$ cat src/rtl/obef_pkg.sv
package obef_pkg;

    localparam int NUM_REGS   = 6;
    localparam int REG_IDX_W  = 3;
    localparam int ROW_W      = 48;
    localparam int COEF_W     = 16;
    localparam int DATA_W     = 32;
    localparam int LEN_W      = 31;
    localparam int PROD_W     = COEF_W + DATA_W;
    localparam int ACC_W      = PROD_W + 2;
    localparam int FRAC_SHIFT = 14;
    localparam int SHIFTED_W  = ACC_W - FRAC_SHIFT;
    localparam int LANES      = 3;
    localparam int LANE_W     = 2;

    // Register indexes on the configuration port.
    localparam logic [REG_IDX_W-1:0] REG_INV_ROW0  = 3'd0;
    localparam logic [REG_IDX_W-1:0] REG_AXES_ROW0 = 3'd3;

    // Two identity matrices, one row per register.
    localparam logic [ROW_W-1:0] REG_RESET [NUM_REGS] = '{
        48'h0000_0000_4000, 48'h0000_4000_0000, 48'h4000_0000_0000,
        48'h0000_0000_4000, 48'h0000_4000_0000, 48'h4000_0000_0000
    };

    typedef enum logic [2:0] {
        ST_IDLE,
        ST_MAP,
        ST_MAP_WAIT,
        ST_UPDATE,
        ST_CENTER,
        ST_CENTER_WAIT,
        ST_EMIT
    } obef_state_t;

    // Control travelling alongside each row through the dot-product unit.
    typedef struct packed {
        logic              valid;
        logic [LANE_W-1:0] lane;
    } dot_ctl_t;

endpackage

$ cat src/rtl/obef_dot_unit.sv
module obef_dot_unit
    import obef_pkg::*;
(
    input  logic                     clk,
    input  logic                     rst_n,
    input  dot_ctl_t                 req,
    input  logic [ROW_W-1:0]         row,
    input  logic signed [DATA_W-1:0] vec [LANES],
    output dot_ctl_t                 rsp,
    output logic signed [DATA_W-1:0] result
);

    logic signed [COEF_W-1:0]    coef      [LANES];
    logic signed [PROD_W-1:0]    prod_next [LANES];
    logic signed [PROD_W-1:0]    prod_reg  [LANES];
    dot_ctl_t                    ctl1_reg;
    dot_ctl_t                    ctl2_reg;
    logic signed [ACC_W-1:0]     acc;
    logic signed [SHIFTED_W-1:0] shifted;
    logic signed [DATA_W-1:0]    result_next;
    logic signed [DATA_W-1:0]    result_reg;

    always_comb
    begin
        for (int k = 0; k < LANES; k++)
        begin
            coef[k]      = signed'(row[COEF_W*k +: COEF_W]);
            prod_next[k] = PROD_W'(coef[k]) * PROD_W'(vec[k]);
        end
    end

    // Exact sum, round half up, then clamp to the signed 32-bit range.
    always_comb
    begin
        acc = ACC_W'(prod_reg[0]) + ACC_W'(prod_reg[1]) + ACC_W'(prod_reg[2])
            + ACC_W'(1 << (FRAC_SHIFT - 1));
        shifted = SHIFTED_W'(acc >>> FRAC_SHIFT);
        if (shifted[SHIFTED_W-1:DATA_W-1] == '0 || shifted[SHIFTED_W-1:DATA_W-1] == '1)
        begin
            result_next = shifted[DATA_W-1:0];
        end
        else if (shifted[SHIFTED_W-1])
        begin
            result_next = {1'b1, {(DATA_W-1){1'b0}}};
        end
        else
        begin
            result_next = {1'b0, {(DATA_W-1){1'b1}}};
        end
    end

    always_ff @(posedge clk or negedge rst_n)
    begin
        if (!rst_n)
        begin
            ctl1_reg <= '0;
            ctl2_reg <= '0;
        end
        else
        begin
            ctl1_reg <= req;
            ctl2_reg <= ctl1_reg;
        end
    end

    always_ff @(posedge clk)
    begin
        for (int k = 0; k < LANES; k++)
        begin
            prod_reg[k] <= prod_next[k];
        end
        result_reg <= result_next;
    end

    assign rsp    = ctl2_reg;
    assign result = result_reg;

    a_dot_latency: assert property (@(posedge clk) disable iff (!rst_n)
        req.valid |-> ##2 (rsp.valid && rsp.lane == $past(req.lane, 2)))
        else $error("dot unit lost or reordered a row");

endmodule

$ cat config.mk
export PLATFORM = sky130hd
export DESIGN_NAME = obef_dot_unit
export DESIGN_NICKNAME = d
export VERILOG_FILES = /design/src/rtl/obef_pkg.sv /design/src/rtl/obef_dot_unit.sv
export SDC_FILE = /design/constraint.sdc
export NUM_CORES = 2
export LEC_CHECK = 0
export BUFFER_PORTS_ARGS = -buffer_cell sky130_fd_sc_hd__buf_2
export CORE_MARGIN = 4
export CORE_UTILIZATION = 53
export DETAILED_ROUTE_END_ITERATION = 16
export HOLD_SLACK_MARGIN = 0.1
export PLACE_DENSITY = 0.72
export SYNTH_ARGS = -nofsm -noshare
export SYNTH_HDL_FRONTEND = slang
export SYNTH_SLANG_ARGS = --single-unit
$ cat constraint.sdc
create_clock -name clk -period 3.85 [get_ports clk]
set_input_delay 0.1925 -clock clk [delete_from_list [all_inputs] [get_ports clk]]
set_output_delay 0.1925 -clock clk [all_outputs]
set_load 0.03 [all_outputs]
==> flow_summary_export.csv <==
group,metric,value,unit
worst_setup_path,timing.rr.end,"result[3]$_DFF_P_",
global_routing,top_usage_layer,"met2",
floorplan,core_region_area,0.1142,mm2
synth,ys.flop_type,"dfxtp_1",
synth,yosysWarnings,0,
finish,fillers,8467,
worst_setup_path,r2r_start,"prod_reg[0][38]$_DFF_P_",
finish,nNetsFinal,9841,
worst_setup_path,cp.arrival,6.24,ns
route,wl_per_cell,18.40,um
min_path,hold_end,"prod_reg[0][48]$_DFF_P_",
global_routing,grt_pass1_wl,274100,um
synth,netlist_instances,6681,
synth,synthArstFlopShare,0.03297,
sta,timing.final.crit_share,1.525,
route,totalWireLength,170700,um
cts,insertion_delay,0.49,ns
floorplan,initial_utilization,0.5329,
placement,dp_cells,9079,
sta,fmax,170.3,MHz
min_path,min_from,"vec[32]",
sta,fin_crit,5.872,ns
cts,cts_tree,"yes",
synth,synth-edff-count,0,
cts,numCtsBuffers,17,
sta,clock_skew,0.01473,ns
route,drt_iter0_markers,2989,
worst_setup_path,worst-r2r-cell-count,17,
floorplan,die_w,346.8,um
placement,place_congestion,0.9414,
worst_setup_path,crit_top_cell,"fa_1",
sta,slew_viol_final,0,
sta,worstMarginPinSlew,0.6994,ns
global_routing,grt_pass1_vias,53430,
worst_setup_path,cp_top_family,"adder cells",
floorplan,row_count,124,
synth,ys_top_cells_by_count,"1672 x inv_1, 1505 x fa_1, 919 x nand2_1",
placement,io_buffer_count,183,
cts,root_buffer,"clkbuf_16",
synth,yosysSeqAreaShare,0.06037,
cts,cts_sinks,182,
global_routing,antenna_found_initial,3,
worst_setup_path,r2r_setup_slack,-0.45,ns
route,viasPerCell,5.276,
finish,seqCellArea,0.003682,mm2
synth,yosys.cell_count.top_type,"inv_1",
route,drtAntennaViolNets,0,
sta,relSlewSlack,0.5288,
placement,dp_hpwl,141100,um
placement,post-place-ws,-2.701,ns
floorplan,die-area,0.1203,mm2
synth,ys_types,88,
worst_setup_path,setup.worst_path.start_class,"primary input",
worst_setup_path,critical_path.max_fanout,7,
route,first_pass_iters,6,
global_routing,grt_util_all_layers,0.2824,
global_routing,grt-ovfl-total,0,
route,drc,0,
job,cap_violations,0,
sta,rsz0062_at_grt,"true",
synth,syn-num-nets,8771,
worst_setup_path,critPathKind,"primary input to flop",
worst_setup_path,crit_slowest_cell,"fa_1",
synth,ys_ff_latch,182,
run_status,status,"complete, but fails checks",
sta,finalSetupViolCount,146,
worst_setup_path,required,4.22,ns
route,vias,48960,
floorplan,die_h,346.8,um
global_routing,use_met1,0.3791,
worst_setup_path,cp-end-kind,"flop",
run_status,failed_checks,"negative setup slack",
sta,fin_ws,-2.022,ns
finish,largest_reg_flops,144,
finish,instances_no_fill,9278,
global_routing,grt_max_degree,23,
floorplan,pin_count,184,
synth,synth_area,0.06085,mm2
synth,synth_area_leaders,"fa_1 50%, inv_1 10%, ha_1 9.0%",
cts,cts_max_level,4,
global_routing,grt_use_met3,0.03930,
global_routing,use_met2,0.4756,
min_path,hold_class,"primary input to flop",
finish,area_growth,27.28,%
worst_setup_path,slowest_delay,0.57,ns
synth,synth_top_area_share,0.4951,
cts,clk_pin_slew_worst_paths,0.07,ns
min_path,hold_depth,3,
sta,finalHoldViolCount,0,
worst_setup_path,crit_start,"row[38]",
sta,tns,-170.27,ns
finish,multiInputGateArea,0.05359,mm2
cts,clock_path_buffers,2,
synth,synth_area_per_cell,9.108,um2
worst_setup_path,cp_num_buf_inv,7,
finish,drive_gt1_frac,0.2723,
synth,yosys.area.top_type,"fa_1",
==> repair_timing <==
item                                   CTS  global route
pin swaps                              261           396
setup endpoints to repair              153           153
buffers inserted                        49           122
gates cloned                             4             9
endpoints found under the hold margin    9             0
hold buffers                             5             0
resized for setup                      446           685
==> routing by layer <==
| metal | up-vias | wire [um] |
|---|---|---|
| met1 | 25030 | 68540 |
| met4 | 0 | 7133 |
| met2 | 1835 | 83720 |
| li1 | 21700 | - |
| met5 | - | 0 |
| met3 | 394 | 11340 |
==> layout make-up <==
cell class,instances,share of cell area
clock buffer,19,0.005848
clock inverter,13,0.002068
tap,1512,0.02443
inverter,1675,0.08153
sequential,182,0.04754
antenna,2,0.00006462
timing repair buffer,1310,0.1467
multi-input combinational,4565,0.6918
==> cell families (layout without fill, tap and decap cells) <==
group | Yosys count | after routing | synth area share
muxes | 1 | 1 | 0.0001645
buffers and inverters | 1935 | 3017 | 0.1199
adders and majority gates | 1941 | 1941 | 0.5848
AOI/OAI and AO/OA | 539 | 540 | 0.05763
xor gates and xnor gates | 181 | 181 | 0.02605
other | 0 | 2 | 0
and+or+nand+nor | 1902 | 1902 | 0.1511
DFF | 182 | 182 | 0.06037
==> metrics by stage <==
step	util	hold slack, ns	instance area [um2]
4_1_cts	0.6473	0.2053	73920
6_report	0.6783	0.2125	77450
3_3_place_gp	0.6225	0.01389	71080
3_5_place_dp	0.6225	0.02306	71080
2_1_floorplan	-	-0.1031	62340
5_1_grt	0.6783	0.2016	77450
==> placed cells by master (no fill, tap or decap), types with 92 or more instances in the layout <==
cell type,instances
dfxtp_1,169
inv_2,104
buf_6,172
and2_4,94
nor2_1,136
and2_1,526
buf_4,951
nand2_1,870
inv_1,1568
fa_2,97
xnor2_1,92
ha_1,356
fa_1,1408
==> how the worst max path moves through the flow <==
stage               cells after the start  slack (ns)                        to
floorplan                              23       -2.24  prod_reg[0][141]$_DFF_P_
global placement                       24       -2.60  prod_reg[0][137]$_DFF_P_
detailed placement                     24       -2.70  prod_reg[0][137]$_DFF_P_
CTS                                    23       -2.02  prod_reg[0][141]$_DFF_P_
global route                           23       -2.17  prod_reg[0][141]$_DFF_P_
finish                                 25       -2.02  prod_reg[0][137]$_DFF_P_
==> worst reg2reg max path, stage by stage, from the launching register on <==
cell and delay (ns):
dfxtp_2 0.37, fa_1 0.56, ha_1 0.23, ha_1 0.31, a21oi_2 0.20, nor2_1 0.08
a2111oi_2 0.29, buf_4 0.16, o31a_1 0.12, o21ai_0 0.11, and2b_2 0.22, or4_4 0.51
xor2_4 0.18, buf_6 0.13, a41oi_4 0.32, buf_8 0.21, buf_4 0.13, o21ai_2 0.05
Power is not shown: default switching activity piles up to over one toggle a cycle in this logic, so the estimate is an artifact.
