[config.mk]
export PLATFORM = sky130hd
export DESIGN_NAME = obef_track
export DESIGN_NICKNAME = d
export VERILOG_FILES = /design/src/rtl/obef_pkg.sv /design/src/rtl/obef_track.sv
export SDC_FILE = /design/constraint.sdc
export NUM_CORES = 1
export LEC_CHECK = 0
export ABC_AREA = 1
export BUFFER_PORTS_ARGS = -buffer_cell sky130_fd_sc_hd__buf_2
export CORE_UTILIZATION = 55
export CTS_CLUSTER_SIZE = 25
export DETAILED_ROUTE_END_ITERATION = 8
export HOLD_SLACK_MARGIN = 0.12
export PLACE_DENSITY_LB_ADDON = 0.25
export SLEW_MARGIN = 20
export SYNTH_ARGS = -nofsm -noshare
export SYNTH_HDL_FRONTEND = slang
export SYNTH_SLANG_ARGS = --single-unit
export TNS_END_PERCENT = 10
[constraint.sdc]
create_clock -name clk -period 3.19 [get_ports clk]
set_clock_uncertainty 0.15 [all_clocks]
set_input_delay 0.4785 -clock clk [delete_from_list [all_inputs] [get_ports clk]]
set_output_delay 0.4785 -clock clk [all_outputs]
set_load 0.05 [all_outputs]
[src/rtl/obef_pkg.sv]
package obef_pkg;

    localparam int NUM_REGS   = 6;
    localparam int REG_IDX_W  = 3;
    localparam int ROW_W      = 48;
    localparam int COEF_W     = 16;
    localparam int DATA_W     = 32;
    localparam int LEN_W      = 31;
    localparam int PROD_W     = COEF_W + DATA_W;
    localparam int ACC_W      = PROD_W + 2;
    localparam int FRAC_SHIFT = 14;
    localparam int SHIFTED_W  = ACC_W - FRAC_SHIFT;
    localparam int LANES      = 3;
    localparam int LANE_W     = 2;

    // Register indexes on the configuration port.
    localparam logic [REG_IDX_W-1:0] REG_INV_ROW0  = 3'd0;
    localparam logic [REG_IDX_W-1:0] REG_AXES_ROW0 = 3'd3;

    // Two identity matrices, one row per register.
    localparam logic [ROW_W-1:0] REG_RESET [NUM_REGS] = '{
        48'h0000_0000_4000, 48'h0000_4000_0000, 48'h4000_0000_0000,
        48'h0000_0000_4000, 48'h0000_4000_0000, 48'h4000_0000_0000
    };

    typedef enum logic [2:0] {
        ST_IDLE,
        ST_MAP,
        ST_MAP_WAIT,
        ST_UPDATE,
        ST_CENTER,
        ST_CENTER_WAIT,
        ST_EMIT
    } obef_state_t;

    // Control travelling alongside each row through the dot-product unit.
    typedef struct packed {
        logic              valid;
        logic [LANE_W-1:0] lane;
    } dot_ctl_t;

endpackage

[src/rtl/obef_track.sv]
module obef_track
    import obef_pkg::*;
(
    input  logic                     clk,
    input  logic                     rst_n,
    input  logic                     update,
    input  logic                     clear,
    input  logic signed [DATA_W-1:0] q      [LANES],
    output logic [LEN_W-1:0]         length [LANES],
    output logic signed [DATA_W-1:0] mid    [LANES]
);

    logic signed [DATA_W-1:0] low_reg  [LANES];
    logic signed [DATA_W-1:0] high_reg [LANES];
    logic signed [DATA_W-1:0] low_next  [LANES];
    logic signed [DATA_W-1:0] high_next [LANES];
    logic                     first_pending_reg;
    logic                     first_pending_next;
    logic signed [DATA_W:0]   diff [LANES];
    logic signed [DATA_W:0]   sum  [LANES];

    always_comb
    begin
        first_pending_next = first_pending_reg;
        for (int k = 0; k < LANES; k++)
        begin
            low_next[k]  = low_reg[k];
            high_next[k] = high_reg[k];
        end
        if (clear)
        begin
            first_pending_next = 1'b1;
            for (int k = 0; k < LANES; k++)
            begin
                low_next[k]  = '0;
                high_next[k] = '0;
            end
        end
        else if (update)
        begin
            first_pending_next = 1'b0;
            for (int k = 0; k < LANES; k++)
            begin
                if (first_pending_reg || q[k] < low_reg[k])
                begin
                    low_next[k] = q[k];
                end
                if (first_pending_reg || q[k] > high_reg[k])
                begin
                    high_next[k] = q[k];
                end
            end
        end
    end

    always_comb
    begin
        for (int k = 0; k < LANES; k++)
        begin
            diff[k] = (DATA_W+1)'(high_reg[k]) - (DATA_W+1)'(low_reg[k]);
            sum[k]  = (DATA_W+1)'(high_reg[k]) + (DATA_W+1)'(low_reg[k]);
            if (diff[k][DATA_W])
            begin
                length[k] = '0;
            end
            else if (diff[k][DATA_W-1])
            begin
                length[k] = '1;
            end
            else
            begin
                length[k] = diff[k][LEN_W-1:0];
            end
            // Dropping the low bit of the exact sum halves it with flooring.
            mid[k] = sum[k][DATA_W:1];
        end
    end

    always_ff @(posedge clk or negedge rst_n)
    begin
        if (!rst_n)
        begin
            first_pending_reg <= 1'b1;
            for (int k = 0; k < LANES; k++)
            begin
                low_reg[k]  <= '0;
                high_reg[k] <= '0;
            end
        end
        else
        begin
            first_pending_reg <= first_pending_next;
            for (int k = 0; k < LANES; k++)
            begin
                low_reg[k]  <= low_next[k];
                high_reg[k] <= high_next[k];
            end
        end
    end

    a_clear_arms_first: assert property (@(posedge clk) disable iff (!rst_n)
        clear |=> first_pending_reg)
        else $error("tracker not rearmed after clear");

    a_update_orders: assert property (@(posedge clk) disable iff (!rst_n)
        (update && !clear) |=> (low_reg[0] <= high_reg[0] && low_reg[1] <= high_reg[1]
                                && low_reg[2] <= high_reg[2]))
        else $error("tracked minimum exceeds maximum");

endmodule

==> results of run 1 <==
[metal layers]
metal | up-vias | track usage | routed length [µm]
li1 | 14416 | - | -
met1 | 13990 | 0.497 | 41000
met2 | 1349 | 0.607 | 45100
met3 | 263 | 0.0370 | 7180
met4 | 0 | 0.129 | 3580
met5 | - | 0 | 0
[worst paths after layout]
check / cells after the start / slack (ns) / startpoint / to
max reg2reg: 15 / 0.05 / high_reg[59] / high_reg[36]
min in group asynchronous: 2 / 0.34 / rst_n / low_reg[0]
max in group asynchronous: 3 / 1.65 / rst_n / high_reg[82]
max: 18 / -0.38 / low_reg[36] / length[50]
min: 5 / 0.20 / q[57] / low_reg[57]
min reg2reg: 2 / 0.31 / first_pending_reg / first_pending_reg
[cells in the mapped netlist (all sizes together)]
| cell | n | share of area |
|---|---|---|
| fa | 6 | 0.0046 |
| buf | 113 | 0.028 |
| o21bai | 23 | 0.0065 |
| o31a | 3 | 0.0010 |
| o21ai | 206 | 0.043 |
| nand4 | 29 | 0.0069 |
| xor2 | 140 | 0.046 |
| a221oi | 2 | 0.00066 |
| or2 | 1 | 0.00024 |
| a31oi | 8 | 0.0019 |
| dfstp | 1 | 0.0010 |
| o211ai | 6 | 0.0017 |
| clkbuf | 43 | 0.0061 |
| nand3 | 352 | 0.068 |
| o21a | 14 | 0.0040 |
| a211oi | 3 | 0.00085 |
| nor4 | 11 | 0.0028 |
| o22ai | 1 | 0.00024 |
| nand2 | 1055 | 0.15 |
| dfrtp | 192 | 0.18 |
| ha | 381 | 0.18 |
| nor3 | 38 | 0.0080 |
| o31ai | 3 | 0.00085 |
| a21boi | 8 | 0.0023 |
| nand3b | 5 | 0.0025 |
| clkinv | 1 | 0.00014 |
| xnor2 | 17 | 0.0056 |
| a21o | 25 | 0.0071 |
| a21oi | 316 | 0.061 |
| inv | 666 | 0.095 |
| nor2 | 495 | 0.074 |
| and3 | 3 | 0.00071 |
[per-stage QoR]
stage / hold slack (ns) / worst slack, ns
finish: 0.199 / -0.383
global placement: 0.298 / -0.245
global route: 0.210 / -0.478
floorplan: 0.0329 / -0.167
CTS: 0.170 / -0.336
detailed placement: 0.293 / -0.202
[critical path, stage by stage (launching register included)]
cell,delay (ns)
dfrtp_1,0.41
inv_2,0.08
ha_4,0.32
nand2_1,0.08
nand2_1,0.06
inv_1,0.05
nor2_1,0.11
nor2_2,0.06
nand2_2,0.10
nand2_2,0.07
nand2_4,0.11
nand3b_4,0.10
nand2_2,0.09
nand2_4,0.06
nand2_4,0.13
buf_12,0.18
nor2_2,0.05
nor2_1,0.16
buf_6,0.19
[timing repair]
item / CTS / global route
hold buffers: 2 / 0
gates resized for setup: 426 / 538
endpoints found under the setup margin: 176 / 181
cloned: 3 / 5
setup buffers: 10 / 36
endpoints found under the hold margin: 45 / 0
pin swaps: 22 / 87
[layout make-up]
cell class,instances,area (µm²),area share
tap,607,759,0.0215
sequential,193,4840,0.137
clock inverter,13,144,0.00408
multi-input combinational,3154,20800,0.590
inverter,667,2540,0.0719
timing repair inverter,1,8.76,0.000248
timing repair buffer,717,5710,0.162
clock buffer,19,453,0.0128
antenna,7,17.5,0.000496
[cell usage in the layout, fill, tap and decap left out, types with 30 or more instances in the layout]
| cell type | Yosys | layout |
|---|---|---|
| ha_4 | 0 | 73 |
| a21oi_2 | 5 | 75 |
| o21ai_0 | 160 | 100 |
| o21ai_2 | 20 | 46 |
| inv_2 | 26 | 53 |
| nor2_1 | 453 | 359 |
| nor2_4 | 0 | 32 |
| ha_1 | 381 | 295 |
| a21oi_1 | 309 | 232 |
| buf_2 | 68 | 135 |
| xor2_1 | 140 | 121 |
| nand3_2 | 9 | 30 |
| nand2_1 | 1019 | 955 |
| nor2_2 | 42 | 104 |
| dfrtp_1 | 192 | 187 |
| inv_1 | 637 | 609 |
| nand3_1 | 343 | 316 |
| buf_6 | 12 | 107 |
| o21ai_1 | 24 | 54 |
| nand2_2 | 29 | 74 |
| buf_4 | 31 | 447 |
[power groups by stage]
stage               sequential, mW  combinational, mW  clock (mW)
finish                        2.93               16.2        2.25
global route                  2.96               17.0        2.36
CTS                           2.90               14.2        2.28
detailed placement            2.92               12.9           0
global placement              2.91               12.9           0
floorplan                     2.91               9.16           0
[kinds of logic (layout without fill, tap and decap cells)]
| kind of cell | Yosys count | count (layout) |
|---|---|---|
| simple gates | 1989 | 1992 |
| flops | 193 | 193 |
| compound gates | 618 | 618 |
| fa+ha+maj | 387 | 387 |
| buf+inv | 823 | 1417 |
| other cells | 0 | 7 |
| xor+xnor | 157 | 157 |
==> metrics.csv, run 1 <==
metric;value;unit
status;finished with violations;
violations;negative setup slack;
p_sw;11.8;mW
post-route-util;0.752;
power.leakage;19.0;nW
max_freq;280;MHz
finalCritPeriodShare;1.12;
numPortBuffers;288;
synth_xor_area_frac;0.0521;
overflow;0;
synthCells;4167;
power;21.3;mW
grt_max_degree;83;
place_hpwl;72600;µm
clock-root-buffer;clkbuf_16;
vias_per_cell;5.58;
endpoint_kind;output port;
htreeDepth;4;
drive_gt1_frac;0.288;
grt_pass1_wl;144000;µm
vias;30018;
syn_area_per_cell;6.33;µm²
drtAntennaViolNets;0;
final_cells;5378;
fin_crit;3.57;ns
critPathKind;reg2out;
die_w;221;µm
setup_tns;-38.36;ns
cp-start-kind;flop;
numCtsBuffers;17;
syn_nets;4654;
synth_fa_ha_area_frac;0.185;
grt_use_total;0.367;
synthSimpleGateAreaFrac;0.319;
ios;289;
synth_warnings;0;
firstDrtPassIters;6;
ys_seq_elements;193;
insertion_delay;0.49;ns
dp_cells;5283;
die-area;0.0489;mm²
wl_per_cell;18.0;µm
clk_transition_reported_paths;0.08;ns
swShare;0.553;
area_delta_synth_final;33.7;%
maxCapViolCount;0;
place_area;0.0307;mm²
clkPwrFrac;0.105;
tightest_slew;0.506;ns
globalplace.congestion;1.01;
antenna_found_initial;5;
netlist-cell-type-count;51;
worstPathArrival;2.94;ns
hold_viol;0;
rsz0062_at_grt;true;
crit_fanout;19;
power_density;605;mW/mm²
rows;79;
ys_seq_area_frac;0.183;
cp.required;2.56;ns
grt_pass1_vias;27837;
slew_violations;0;
drt-initial-drc-count;2575;
fp.coreArea;0.0470;mm²
die_h;221;µm
internal_power;9.55;mW
finalNetCount;5238;
cts_tree;done;
setup_slack;-0.383;ns
routed_wl;96900;µm
drc;0;
netlist_area;0.0264;mm²
hold_class;in2reg;
muxShareOfSynthArea;0;
cts_buffer_depth;2;
vdd_drop_max;0.000637;V
pwr-share-seq;0.137;
nFillCells;3715;
max_slew_margin;0.663;
setup_violations;166;
stdcell_area;0.0353;mm²
synth_top_family_by_area;simple AND/OR/NAND/NOR gates;
synth_compound_area_frac;0.131;
share_comb_of_total_power;0.757;
cts.sinks;193;
initial_core_util;0.562;
Power figures use the tool's default switching activity.
==> inputs of run 2 (changes only) <==
- ABC_AREA: 1 -> unset
- BUFFER_PORTS_ARGS: -buffer_cell sky130_fd_sc_hd__buf_2 -> unset
- DONT_BUFFER_PORTS: unset -> 1
==> metrics.csv, run 2 <==
metric;value;unit;change
status;finished with violations;;
violations;negative hold slack, negative setup slack;;
grt_max_degree;194;;+130%
fin_crit;4.62;ns;+1.05 ns
place_hpwl;65500;µm;-9.8%
synthCells;2860;;-31%
hold_viol;193;;+193
firstDrtPassIters;6;;unchanged
initial_core_util;0.563;;+0.000768
die_w;210;µm;-4.9%
routed_wl;92000;µm;-5.0%
share_comb_of_total_power;0.778;;+0.021
htreeDepth;4;;unchanged
antenna_found_initial;1;;-4
netlist_area;0.0238;mm²;-9.7%
ys_seq_area_frac;0.203;;+0.0197
grt_pass1_vias;26152;;-6.1%
ys_seq_elements;193;;unchanged
synthFlopType;dfrtp_1;;
netlist-cell-type-count;100;;+96%
grt_pass1_wl;139000;µm;-3.7%
cts.sinks;193;;unchanged
critPathKind;reg2out;;
setup_violations;186;;+12%
crit_fanout;7;;-12
power_density;678;mW/mm²;+12%
ios;289;;unchanged
synth_warnings;0;;unchanged
yosysMostFrequentCell;ha_1;;
rsz0062_at_grt;true;;
hold_class;in2async;;
finalCritPeriodShare;1.45;;+0.328
die-area;0.0442;mm²;-9.7%
final_common_cell;buf_4;;
drive_gt1_frac;0.368;;+0.0804
p_sw;12.2;mW;+3.7%
tightest_slew;1.05;ns;+0.543 ns
worstPathArrival;3.99;ns;+1.05 ns
place_area;0.0319;mm²;+3.9%
r2r_start;high_reg[37];;
syn_nets;3347;;-28%
maxCapViolCount;0;;unchanged
grt_use_total;0.396;;+0.0292
nFillCells;2586;;-30%
max_slew_margin;0.299;;-0.364
hold_buffers;35;;+33
synth-edff-count;0;;unchanged
vias_per_cell;6.15;;+10%
rows;75;;-5.1%
drtAntennaViolNets;0;;unchanged
cp-start-kind;flop;;
insertion_delay;0.48;ns;about the same
final_cells;4224;;-21%
overflow;0;;unchanged
clkPwrFrac;0.098;;-0.007
area_delta_synth_final;46.1;%;
vdd_drop_max;0.00135;V;+110%
power.leakage;16.5;nW;-13%
final_cell_mix;734 x buf_4, 355 x ha_1, 279 x inv_1;;
numCtsBuffers;17;;unchanged
cp-startpoint;high_reg[0];;
numPortBuffers;0;;-100%
drc;0;;unchanged
endpoint_kind;output port;;
vias;25994;;-13%
syn_area_per_cell;8.33;µm²;+32%
globalplace.congestion;0.995;;-1.3%
drt-initial-drc-count;2531;;-1.7%
synth-async-reset-ratio;1.00;;unchanged
clock-root-buffer;clkbuf_16;;
finalNetCount;4120;;-21%
internal_power;11.4;mW;+19%
clk_transition_reported_paths;0.08;ns;about the same
dp_cells;4116;;-22%
cp.required;2.56;ns;about the same
wl_per_cell;21.8;µm;+21%
pwr-share-seq;0.124;;-0.013
fp.coreArea;0.0423;mm²;-9.9%
synth_top_cell_area_share;0.202;;+0.0196
die_h;210;µm;-4.9%
power;23.6;mW;+11%
hold_ws;-0.457;ns;-0.656 ns
cts_tree;done;;
yosysTopAreaCell;dfrtp_1;;
slew_violations;0;;unchanged
cts_buffer_depth;2;;unchanged
setup_slack;-1.43;ns;-1.05 ns
yosys-top-cells-area;dfrtp_1 20%, ha_1 20%, a21oi_1 6.4%;;
yosys-top-cells-count;381 x ha_1, 306 x a21oi_1, 294 x inv_1;;
stdcell_area;0.0348;mm²;-1.4%
max_freq;216;MHz;-23%
swShare;0.518;;-0.0346
run 2: cell types whose count changed in the layout (fill, tap and decap cells not counted), moves of 101 or more:
cell	delta
xnor2_1	+102
nor2_1	-172
nand2_1	-857
inv_1	-330
buf_2	-135
nor2_2	-101
nand3_1	-295
buf_4	+287
run 2: routing by layer:
| metal | global-route usage | routed length (µm) |
|---|---|---|
| met1 | 0.509 | 37000 |
| met3 | 0.0776 | 8540 |
| met2 | 0.654 | 42600 |
| met4 | 0.154 | 3880 |
| met5 | 0 | 13 |
run 2: final timing paths:
kind	slack (ns)	to	cells past startpoint
worst max-delay path	-1.43	length[26]	17
worst min-delay path	-0.46	low_reg[76]	0
worst max register to register	-0.04	high_reg[45]	14
worst min register to register	0.41	first_pending_reg	1
max in group asynchronous	2.90	first_pending_reg	0
min in group clk	0.12	first_pending_reg	2
run 2: kinds of logic after synthesis:
group | count (synthesis) | share of synthesized area
buffers and inverters | 442 | 0.0755
adders and majority gates | 387 | 0.205
AOI/OAI and AO/OA | 827 | 0.236
muxes | 131 | 0.0600
DFF | 193 | 0.203
xor gates and xnor gates | 171 | 0.0635
and+or+nand+nor | 709 | 0.157
run 2: repair_timing:
item                                    in CTS  in global routing
resized for setup                          211                130
pin swaps                                  100                 58
hold endpoints to repair                   259                193
buffers inserted                            25                  8
cloned                                       4                  4
endpoints found under the setup margin     336                369
run 2: final cells by class:
class                      instances  area [µm²]  share of cell area
clock inverter                    13         146             0.00421
timing repair buffer             899        8030               0.231
sequential                       193        4830               0.139
multi-input combinational       2225       19500               0.560
clock buffer                      19         453              0.0130
inverter                         297        1120              0.0321
tap                              577         722              0.0207
antenna                            1        2.50           0.0000719
run 2: worst max-delay path, stage by stage, from the launching register on:
cell      delay, ns
dfrtp_1        0.39
inv_2          0.07
ha_4           0.13
inv_2          0.04
fa_2           0.37
a211oi_2       0.22
nor2_2         0.07
o211ai_1       0.28
a31oi_2        0.17
a311o_1        0.41
a221o_1        0.38
nand2b_4       0.17
nor2b_4        0.14
o22ai_4        0.12
buf_12         0.16
buf_8          0.17
a21oi_4        0.05
buf_12         0.16
run 2: per-stage QoR:
stage                      util  hold WS [ns]  setup TNS [ns]  worst slack [ns]
after floorplan               -        0.0329          -74.76            -0.624
after global placement    0.753        0.0364         -124.68            -0.837
after detailed placement  0.753        0.0356         -142.83            -0.879
after CTS                 0.805        -0.465         -168.35             -1.34
after global routing      0.822        -0.465         -204.14             -1.53
final                     0.822        -0.457         -176.25             -1.43
run 2: power by group through the flow:
stage | Sequential, mW | Clock [mW] | Combinational, mW
after floorplan | 2.96 | 0 | 10.6
after global placement | 2.92 | 0 | 16.4
after detailed placement | 2.94 | 0 | 16.6
after CTS | 2.90 | 2.31 | 17.6
after global routing | 2.95 | 2.40 | 19.1
final | 2.92 | 2.31 | 18.4
